File: config.mk
export PLATFORM = sky130hd
export DESIGN_NAME = kmv_div
export DESIGN_NICKNAME = d
export VERILOG_FILES = /design/src/hdl/kmv_pkg.sv /design/src/hdl/kmv_div.sv
export SDC_FILE = /design/constraint.sdc
export NUM_CORES = 1
export LEC_CHECK = 0
export BUFFER_PORTS_ARGS = -buffer_cell sky130_fd_sc_hd__buf_4
export CORE_ASPECT_RATIO = 2
export CORE_MARGIN = 4
export CORE_UTILIZATION = 40
export CTS_CLUSTER_DIAMETER = 50
export DETAILED_ROUTE_END_ITERATION = 16
export PLACE_DENSITY = 0.61
export RECOVER_POWER = 25
export SKIP_CTS_REPAIR_TIMING = 1
export SYNTH_ARGS = -nofsm -noshare
export SYNTH_HDL_FRONTEND = slang
export SYNTH_SLANG_ARGS = --single-unit
File: constraint.sdc
create_clock -name clk -period 4.7 [get_ports clk]
set_input_delay 0.705 -clock clk [delete_from_list [all_inputs] [get_ports clk]]
set_output_delay 0.705 -clock clk [all_outputs]
set_load 0.01 [all_outputs]
File: src/hdl/kmv_pkg.sv
// Shared constants and control bundles for the KMV distinct-count estimator.
`timescale 1ns / 1ps
package kmv_pkg;

  localparam int MAX_KEEP = 256;
  localparam int HASH_W   = 64;
  localparam int CNT_W    = $clog2(MAX_KEEP + 1);
  localparam int ADDR_W   = $clog2(MAX_KEEP);
  localparam int TOTAL_W  = 48;
  localparam int DIVR_W   = 32;
  localparam int STEP_W   = $clog2(HASH_W);

  localparam logic [TOTAL_W-1:0] TOTAL_MAX   = {TOTAL_W{1'b1}};
  localparam logic [CNT_W-1:0]   KEEP_MAX    = CNT_W'(MAX_KEEP);
  localparam logic [CNT_W-1:0]   LIMIT_RESET = CNT_W'(MAX_KEEP);

  typedef struct packed {
    logic              start;
    logic [HASH_W-1:0] hash;
    logic [CNT_W-1:0]  limit;
  } kmv_heap_req_t;

  typedef struct packed {
    logic              done;
    logic [CNT_W-1:0]  count;
    logic [HASH_W-1:0] root;
  } kmv_heap_stat_t;

endpackage

File: src/hdl/kmv_div.sv
// Restoring divider, one quotient bit per cycle: 64-bit dividend by 32-bit divisor.
`timescale 1ns / 1ps
module kmv_div
  import kmv_pkg::*;
(
  input  logic              clk,
  input  logic              rst_n,
  input  logic              start,
  input  logic [HASH_W-1:0] dividend,
  input  logic [DIVR_W-1:0] divisor,
  output logic              done,
  output logic [HASH_W-1:0] quotient
);

  logic              busy_r, busy_nxt;
  logic              done_r, done_nxt;
  logic [STEP_W-1:0] cnt_r, cnt_nxt;
  logic [HASH_W-1:0] quo_r, quo_nxt;
  logic [DIVR_W-1:0] rem_r, rem_nxt;
  logic [DIVR_W-1:0] dsr_r, dsr_nxt;
  logic [DIVR_W:0]   trial;
  logic              fits;

  assign trial = {rem_r, quo_r[HASH_W-1]};
  assign fits  = trial >= {1'b0, dsr_r};

  always_comb begin
    busy_nxt = busy_r;
    done_nxt = 1'b0;
    cnt_nxt  = cnt_r;
    quo_nxt  = quo_r;
    rem_nxt  = rem_r;
    dsr_nxt  = dsr_r;
    if (start) begin
      busy_nxt = 1'b1;
      cnt_nxt  = '0;
      quo_nxt  = dividend;
      rem_nxt  = '0;
      dsr_nxt  = divisor;
    end else if (busy_r) begin
      // shift in next dividend bit, subtract when it fits
      rem_nxt = fits ? DIVR_W'(trial - {1'b0, dsr_r}) : trial[DIVR_W-1:0];
      quo_nxt = {quo_r[HASH_W-2:0], fits};
      cnt_nxt = cnt_r + STEP_W'(1);
      if (cnt_r == STEP_W'(HASH_W - 1)) begin
        busy_nxt = 1'b0;
        done_nxt = 1'b1;
      end
    end
  end

  always_ff @(posedge clk) begin
    if (!rst_n) begin
      busy_r <= 1'b0;
      done_r <= 1'b0;
      cnt_r  <= '0;
    end else begin
      busy_r <= busy_nxt;
      done_r <= done_nxt;
      cnt_r  <= cnt_nxt;
    end
    quo_r <= quo_nxt;
    rem_r <= rem_nxt;
    dsr_r <= dsr_nxt;
  end

  assign done     = done_r;
  assign quotient = quo_r;

endmodule

# Word-level counts from Yosys, hierarchy flattened
# Index checks and enable logic that the tools add are counted.
[totals]
regBits = 136
latch_bits = 0
ram_bits = 0
rom_bits = 0
input_bits = 99
output_inout_bits = 65
elab_cells = 22
memories = 0
[classes]
addsub = 2
mul = 0
div_mod_pow = 0
n_lt_le_gt_ge = 1
n_eq_ne = 1
shifts = 0
mux = 7
bitwise = 2
reduce_logical = 3
[op_table]
columns = ["operator", "count"]
rows = [
  ["$mux W64", 2],
  ["$ge A33 B32 Y1", 1],
  ["$mux W32", 1],
  ["$sub A32 B32 Y32", 1],
  ["$add A6 B1 Y6 const B", 1],
  ["$eq A6 B6 Y1 const B", 1],
  ["$mux W1", 4],
  ["$reduce_or A3 Y1", 1],
  ["$not A1 Y1", 2],
  ["$reduce_bool A2 Y1", 1],
  ["$reduce_or A2 Y1", 1],
]

# Depth between registers and ports, before layout
# Gate-level depths: netlist of the first run.
[logic_depth]
ltp_word = 4
mapped_depth = 13
depth_no_buf = 11

# Worst setup path after synthesis of the first run
# No wires, ideal clock.
[synth_timing]
kind = "flip-flop to flip-flop"
startpoint = "register quo_r[63], in the netlist quotient[63]"
endpoint = "register rem_r[28]"
setup_time_ns = 0.134
arrival_ns = 2.653
required_time_ns = 4.566
path_slack_ns = 1.913
stages_incl_launch_ff = 12
n_path_buf = 0
period_less_slack_ns = 2.787
path_cell_list = "edfxtp_1 inv_1 ha_1 fa_1 nor2b_1 o21ba_1 o31a_1 or4b_4 a221o_1 nor4bb_1 nor4_2 nor4_2"
[synth_between]
elab_chain_len = 2
word_cells_on_any_way = 3
classes_between = "add/sub (1); order compare (1); mux (1)"
[synth_lines]
columns = ["element", "line", "source"]
rows = [
  ["from (decl)", "kmv_div.sv:18", "logic [HASH_W-1:0] quo_r, quo_nxt;"],
  ["from (signal assigned)", "kmv_div.sv:62", "quo_r <= quo_nxt;"],
  ["$sub A32 B32 Y32 / $ge A33 B32 Y1 (equally long branches)", "kmv_div.sv:42, kmv_div.sv:25", ""],
  ["$mux W32 (*)", "kmv_div.sv:42", "rem_nxt = fits ? DIVR_W'(trial - {1'b0, dsr_r}) : trial[DIVR_W-1:0];"],
  ["to (signal assigned)", "kmv_div.sv:63", "rem_r <= rem_nxt;"],
  ["to (decl)", "kmv_div.sv:19", "logic [DIVR_W-1:0] rem_r, rem_nxt;"],
]
# Mark *: on every way between the ends. The rest lies on a longest branch, timed or not.
# A chain may end at the register's enable or synchronous reset.

# Worst setup path in the final report of the first run
[layout_timing]
startpoint = "register dsr_r[1]"
endpoint = "register rem_r[24]"
[layout_between]
elab_chain_len = 2
word_cells_on_any_way = 3
classes_between = "add/sub (1); order compare (1); mux (1)"
[layout_lines]
columns = ["element", "line", "source"]
rows = [
  ["from (decl)", "kmv_div.sv:20", "logic [DIVR_W-1:0] dsr_r, dsr_nxt;"],
  ["from (signal assigned)", "kmv_div.sv:64", "dsr_r <= dsr_nxt;"],
  ["$sub A32 B32 Y32 / $ge A33 B32 Y1 (equally long branches)", "kmv_div.sv:42, kmv_div.sv:25", ""],
  ["$mux W32 (*)", "kmv_div.sv:42", ""],
]
# Marked as above.

==> results of run 1 <==
[through the flow]
| stage | power [mW] | instances | setup slack (ps) |
|---|---|---|---|
| final | 3.49 | 1056 | 1280 |
| after global routing | 3.66 | 1056 | 1000 |
| after CTS | 3.53 | 1056 | 1280 |
| after detailed placement | 2.24 | 1024 | 1310 |
| after global placement | 2.22 | 1024 | 1410 |
| after floorplan | 1.96 | 673 | 1910 |
[how the worst max path moves through the flow]
stage / endpoint / from / slack, ps
final: rem_r[24]$_SDFFE_PP0P_ / dsr_r[1]$_DFFE_PP_ / 1280
after global routing: rem_r[23]$_SDFFE_PP0P_ / dsr_r[1]$_DFFE_PP_ / 1000
after CTS: rem_r[28]$_SDFFE_PP0P_ / dsr_r[1]$_DFFE_PP_ / 1280
after detailed placement: rem_r[24]$_SDFFE_PP0P_ / dsr_r[1]$_DFFE_PP_ / 1310
after global placement: rem_r[28]$_SDFFE_PP0P_ / dsr_r[1]$_DFFE_PP_ / 1410
after floorplan: rem_r[28]$_SDFFE_PP0P_ / quotient[63]$_DFFE_PP_ / 1910
[kinds of logic (layout without fill, tap and decap cells)]
logic type      Yosys count  in the layout
flops                   136            136
buf+inv                  86            253
mux                      87             87
fa+ha+maj                34             34
simple gates            162            162
compound gates          141            141
xor+xnor                 27             27
[power groups by stage]
stage / Sequential, mW / Combinational, mW / Clock, mW
2_1_floorplan: 1.51 / 0.449 / 0
3_3_place_gp: 1.49 / 0.729 / 0
3_5_place_dp: 1.49 / 0.742 / 0
4_1_cts: 1.47 / 0.744 / 1.32
5_1_grt: 1.48 / 0.809 / 1.37
6_report: 1.47 / 0.736 / 1.29
[synthesized netlist by cell type (all sizes together) (11+ instances only)]
library cell,number,area share
xnor2,17,0.020
inv,52,0.026
clkbuf,22,0.011
nand2,32,0.016
dfxtp,40,0.11
edfxtp,96,0.39
a21oi,32,0.021
o21ai,18,0.012
ha,33,0.055
mux2,64,0.096
buf,12,0.011
a211oi,25,0.026
nand3,11,0.0074
nor2,56,0.028
a21o,15,0.015
mux2i,23,0.031
[registers in the layout (all words and copies together) (netlist names)]
| signal | count |
|---|---|
| dsr_r | 32 |
| busy_r | 1 |
| quotient | 64 |
| cnt_r | 6 |
| done | 1 |
| rem_r | 32 |
[per-layer routing]
layer | vias to the layer above | track usage | share of wire
met3 | 38 | 0.0693 | 0.077
li1 | 2809 | - | -
met1 | 2689 | 0.179 | 0.35
met2 | 214 | 0.353 | 0.54
met5 | - | 0 | 0
met4 | 0 | 0.0756 | 0.030
[layout make-up]
cell class                 instances  share of cell area
clock buffer                      21              0.0489
clock inverter                    11              0.0106
inverter                          52              0.0207
multi-input combinational        451               0.365
sequential                       136               0.392
tap                              216              0.0287
timing repair buffer             169               0.135
[worst max-delay path: stages, from the launching register on]
cell	delay [ps]
edfxtp_1	420
inv_1	80
ha_1	230
nor2b_1	140
o31a_1	270
o2111ai_1	450
a211oi_2	170
o21bai_2	240
a21o_1	600
buf_12	280
mux2i_1	240
a211oi_1	100
==> run_results.csv, run 1 <==
group,metric,value,unit
routing,routed_wirelength,19400,um
timing,skew,10.5,ps
power_and_ir_drop,p_per_area,371,mW/mm2
cells_and_area,fin_util,0.514,
cells_and_area,area_delta_synth_final,25.8,%
power_and_ir_drop,switching_share,0.279,
power_and_ir_drop,clockPowerShare,0.368,
routing,drc,0,
power_and_ir_drop,cellLeakagePower,4.02,nW
worst_setup_path,critPathRequiredTime,4950,ps
yosys,synth_edf_count,96,
floorplan,core_region_area,0.0183,mm2
yosys,postSynthCellCount,673,
yosys,synth_nets,806,
yosys,synth_cell_types,67,
worst_hold_path,hp-start,"divisor[24]",
yosys,synth_xor_area_frac,0.0316,
cells_and_area,nFillCells,1625,
cells_and_area,antenna_cells,0,
routing,dr.pass1.iters,4,
worst_setup_path,r2r_end,"rem_r[24]$_SDFFE_PP0P_",
placed_design,dp_hpwl,14500,um
timing,fmax,0.292,GHz
routing,postRouteAntennaNets,0,
grt,antenna_found_initial,0,
floorplan,core.rowCount,70,
worst_setup_path,r2r-start,"dsr_r[1]$_DFFE_PP_",
power_and_ir_drop,p_int,2.52,mW
yosys,ys_dominant_reg_cell,"edfxtp_1",
clock_tree,cts.clk_slew.worst_paths,60,ps
worst_hold_path,hp-class,"in2reg",
cells_and_area,layout_commonest_cell,"buf_4",
power_and_ir_drop,p_seq_frac,0.421,
worst_setup_path,r2r_slack,1280,ps
worst_hold_path,whs_path_depth,1,
routing,wl_per_cell,18.4,um
worst_setup_path,cp-start-kind,"register",
grt,grt_use_total,0.187,
clock_tree,cts.path.max_buffers,2,
worst_setup_path,crit_fanout,27,
clock_tree,htreeDepth,4,
clock_tree,clock_latency,420,ps
routing,viasPerCell,5.45,
cells_and_area,layout_common_cells,"buf_4 (133), edfxtp_1 (96), mux2_2 (63), nor2_1 (56), inv_1 (51)",
timing,finalSetupViolations,0,
floorplan,initial_core_util,0.409,
yosys,synthAdderAreaFrac,0.0579,
floorplan,die_h,201,um
floorplan,dieArea,0.0211,mm2
power_and_ir_drop,netSwitchingPower,0.976,mW
yosys,synth_mux_area_frac,0.127,
yosys,synth-compound-area-share,0.133,
yosys,synthSimpleGateAreaFrac,0.110,
worst_setup_path,crit_type,"reg2reg",
clock_tree,cts_made_buffers,17,
placed_design,routabilityCongestion,0.869,
yosys,synthArstFlopShare,0,
worst_setup_path,endpoint_kind,"register",
placed_design,numPortBuffers,163,
cells_and_area,fin_nets,960,
clock_tree,clock_sinks,136,
power_and_ir_drop,ir_drop,235,uV
yosys,yosys_warnings,0,
grt,grt_overflow,0,
clock_tree,cts_tree,"yes",
timing,worst_pin_slew,1720,ps
yosys,synth_top_family_by_area,"compound AO/OA/AOI/OAI gates",
cells_and_area,multiInputGateArea,0.00343,mm2
timing,slew_headroom,-0.148,
timing,rsz0062_at_grt,"false",
cells_and_area,seq_area,0.00368,mm2
timing,fin_crit,3420,ps
worst_setup_path,critPathArrivalTime,3670,ps
yosys,syn_area,0.00748,mm2
cells_and_area,drive_gt1_frac,0.320,
worst_setup_path,r2r_cells,11,
worst_hold_path,hold_end,"dsr_r[24]$_DFFE_PP_",
grt,grt_pass1_wl,31300,um
clock_tree,clockRootBuffer,"clkbuf_16",
timing,maxSlewViolCount,33,
routing,drt_iter0_drc,243,
timing,finalSetupTns,0,ps
cells_and_area,finalInstanceArea,0.00941,mm2
flow_run,maxCapViolations,1,
outcome,violations,"max-capacitance violations, max-slew violations",
placed_design,place_area,0.00886,mm2
floorplan,die_w,105,um
yosys,avgSynthCellArea,11.1,um2
timing,finalHoldViolations,0,
routing,num_vias,5750,
grt,first_global_vias,6180,
timing,fin_crit_sh,0.728,
yosys,ys_seq_elements,136,
power_and_ir_drop,pwr-share-comb,0.211,
yosys,seq_area_frac_synth,0.493,
floorplan,io_pins,164,
timing,finalHoldWorstSlack,475,ps
outcome,outcome,"complete, but fails checks",
grt,grt_max_degree,64,
(Power assumes the default switching activity.)
==> inputs of run 2 (changes only) <==
--- a/config.mk
+++ b/config.mk
@@ -5,13 +5,14 @@
 export SDC_FILE = /design/constraint.sdc
 export NUM_CORES = 1
 export LEC_CHECK = 0
+export ABC_AREA = 1
 export BUFFER_PORTS_ARGS = -buffer_cell sky130_fd_sc_hd__buf_4
 export CORE_ASPECT_RATIO = 2
 export CORE_MARGIN = 4
 export CORE_UTILIZATION = 40
 export CTS_CLUSTER_DIAMETER = 50
 export DETAILED_ROUTE_END_ITERATION = 16
-export PLACE_DENSITY = 0.61
+export PLACE_DENSITY = 0.6
 export RECOVER_POWER = 25
 export SKIP_CTS_REPAIR_TIMING = 1
 export SYNTH_ARGS = -nofsm -noshare
==> constraint.sdc (replaced) <==
create_clock -name clk -period 3.5 [get_ports clk]
set_input_delay 0.525 -clock clk [delete_from_list [all_inputs] [get_ports clk]]
set_output_delay 0.525 -clock clk [all_outputs]
set_load 0.01 [all_outputs]
==> run 2 against run 1 <==
Against the previous run: the flow now finishes without violations; synthesized cell count rose by 64%; sequential share of layout area fell by 3.1 points; final cell count grew 46%; critical path type unchanged; critical endpoint is now rem_r[14]$_SDFFE_PP0P_.
==> run_results.csv, run 2 <==
group,metric,value,unit
outcome,outcome,"complete, no violations",
timing,fmax,0.381,GHz
grt,grt_overflow,0,
timing,layout_setup_ws,876,ps
floorplan,dieArea,0.0227,mm2
yosys,synth_nets,1237,
timing,fin_crit_sh,0.750,
routing,drt_iter0_drc,230,
yosys,yosys_warnings,0,
timing,finalSetupTns,0,ps
yosys,yosysMostFrequentCell,"nand2_1",
placed_design,pre_cts_ws,846,ps
routing,wl_per_cell,15.0,um
flow_run,maxCapViolations,0,
worst_hold_path,hp-class,"in2reg",
cells_and_area,layout_commonest_cell,"nand2_1",
cells_and_area,nFillCells,2068,
power_and_ir_drop,netSwitchingPower,1.09,mW
placed_design,dp_hpwl,17900,um
cells_and_area,seq_area,0.00368,mm2
timing,skew,12.1,ps
routing,dr.pass1.iters,4,
cells_and_area,area_delta_synth_final,26.4,%
power_and_ir_drop,clockPowerShare,0.449,
timing,finalSetupViolations,0,
clock_tree,cts_made_buffers,17,
routing,viasPerCell,4.75,
grt,antenna_found_initial,0,
cells_and_area,fin_nets,1396,
timing,finalHoldWorstSlack,279,ps
worst_setup_path,path_cells,"inv_1 -> ha_1 -> nand2_1 -> inv_1 -> nand2_1 -> nand2_1 -> nand2_1 -> nand3_2 -> nand2_2 -> nand2_2 -> nand2_4 -> nand2_4 -> nand2_1 -> nand3_1 -> o21ai_1",
placed_design,place_area,0.00956,mm2
worst_setup_path,critPathRequiredTime,3870,ps
power_and_ir_drop,p_int,3.44,mW
yosys,postSynthCellCount,1104,
clock_tree,clockRootBuffer,"clkbuf_16",
cells_and_area,largest_register_ffs,64,
routing,postRouteAntennaNets,0,
timing,maxSlewViolCount,0,
floorplan,die_h,209,um
timing,finalHoldViolations,0,
floorplan,initial_core_util,0.406,
clock_tree,cts.clk_slew.worst_paths,60,ps
power_and_ir_drop,p_per_area,443,mW/mm2
floorplan,die_w,109,um
timing,worst_pin_slew,834,ps
grt,grt_max_degree,53,
cells_and_area,finalInstanceArea,0.0102,mm2
yosys,synth_top_area_share,0.357,
grt,first_global_vias,7660,
power_and_ir_drop,ir_drop,402,uV
worst_setup_path,critPathArrivalTime,2990,ps
yosys,avgSynthCellArea,7.32,um2
clock_tree,cts.path.max_buffers,2,
worst_setup_path,crit_buf_inv,2,
yosys,ys_dominant_reg_cell,"edfxtp_1",
yosys,synth_common_cells,"nand2_1 (493), inv_1 (172), edfxtp_1 (96), nand3_1 (73), nor2_1 (43)",
clock_tree,htreeDepth,4,
clock_tree,clock_sinks,136,
worst_setup_path,critPathMaxStageDelay,360,ps
cells_and_area,antenna_cells,0,
power_and_ir_drop,power,4.53,mW
worst_setup_path,endpoint_kind,"register",
timing,fin_crit,2620,ps
routing,drc,0,
grt,grt_use_total,0.213,
clock_tree,cts_tree,"yes",
clock_tree,clock_latency,440,ps
worst_setup_path,cp-start-kind,"register",
routing,num_vias,7307,
yosys,syn_area,0.00808,mm2
worst_setup_path,cpMaxStageDelayCell,"ha_1",
placed_design,routabilityCongestion,0.984,
power_and_ir_drop,p_seq_frac,0.423,
cells_and_area,layout_common_cells,"nand2_1 (493), inv_1 (171), buf_4 (135), edfxtp_1 (96), nand3_1 (73)",
power_and_ir_drop,switching_share,0.240,
worst_setup_path,path_delay_family,"simple AND/OR/NAND/NOR gates",
yosys,seq_area_frac_synth,0.456,
routing,routed_wirelength,23100,um
worst_setup_path,crit_top_cell,"nand2_1",
yosys,synth_edf_count,96,
yosys,synthArstFlopShare,0,
floorplan,io_pins,164,
floorplan,core_region_area,0.0199,mm2
worst_setup_path,crit_type,"reg2reg",
grt,grt_pass1_wl,36900,um
worst_setup_path,crit_fanout,34,
power_and_ir_drop,cellLeakagePower,5.34,nW
timing,slew_headroom,0.444,
cells_and_area,multiInputGateArea,0.00361,mm2
yosys,synth_cell_types,34,
cells_and_area,drive_gt1_frac,0.172,
floorplan,core.rowCount,73,
placed_design,numPortBuffers,163,
yosys,synth.area.top_cells,"edfxtp_1 (36%), nand2_1 (23%), dfxtp_1 (9.9%)",
yosys,post-synth-top-area-cell,"edfxtp_1",
yosys,ys_seq_elements,136,
power_and_ir_drop,pwr-share-comb,0.128,
timing,rsz0062_at_grt,"false",
==> run 2: cell count changes in the layout (fill, tap and decap cells not counted), sizes merged, moves of 23 or more <==
cell / before / now
mux2: 64 / 0
nand3: 11 / 74
inv: 54 / 172
a211oi: 25 / 0
nand2: 32 / 502
mux2i: 23 / 0
==> run 2: worst paths after layout <==
| kind | from | to | slack [ps] | cells after the start |
|---|---|---|---|---|
| worst max-delay path | dsr_r[3]$_DFFE_PP_ | rem_r[14]$_SDFFE_PP0P_ | 880 | 15 |
| worst min-delay path | divisor[12] | dsr_r[12]$_DFFE_PP_ | 280 | 1 |
| worst max register to register | dsr_r[3]$_DFFE_PP_ | rem_r[14]$_SDFFE_PP0P_ | 880 | 15 |
| worst min register to register | rem_r[29]$_SDFFE_PP0P_ | rem_r[29]$_SDFFE_PP0P_ | 480 | 2 |
==> run 2: cell families (layout without fill, tap and decap cells) <==
kind of cell | count (synthesis) | in the layout | synth area share
AND/OR/NAND/NOR | 663 | 663 | 0.340
flip-flops | 136 | 136 | 0.456
adder cells (fa/ha/maj) | 34 | 34 | 0.0536
XOR/XNOR | 14 | 14 | 0.0152
AO/OA/AOI/OAI | 54 | 54 | 0.0370
buffers and inverters | 203 | 375 | 0.0986
==> run 2: through the flow <==
step / std cells / util
final: 1538 / 0.513
after global routing: 1538 / 0.513
after CTS: 1538 / 0.513
after detailed placement: 1506 / 0.480
after global placement: 1506 / 0.480
after floorplan: 1104 / -
==> run 2: routing by layer <==
layer | global-route usage | wire, um | vias to the layer above
met5 | 0 | 0 | -
met4 | 0.133 | 1190 | 0
met3 | 0.0628 | 1320 | 79
met2 | 0.395 | 12700 | 200
met1 | 0.195 | 7870 | 3276
li1 | - | - | 3752
==> run 2: area by class of cell <==
class / count / area share
inverters: 173 / 0.0637
clock inverters: 10 / 0.0187
multi-input cells: 765 / 0.353
clock buffers: 22 / 0.0464
well taps: 262 / 0.0321
repair buffers: 170 / 0.125
flip-flops and latches: 136 / 0.361
==> run 2: power by group through the flow <==
| stage | clock network, mW | logic [mW] | registers (mW) |
|---|---|---|---|
| 3_5_place_dp | 0 | 0.594 | 1.95 |
| 5_1_grt | 2.13 | 0.649 | 1.93 |
| 3_3_place_gp | 0 | 0.588 | 1.95 |
| 2_1_floorplan | 0 | 0.256 | 1.98 |
| 4_1_cts | 2.08 | 0.593 | 1.92 |
| 6_report | 2.03 | 0.580 | 1.92 |
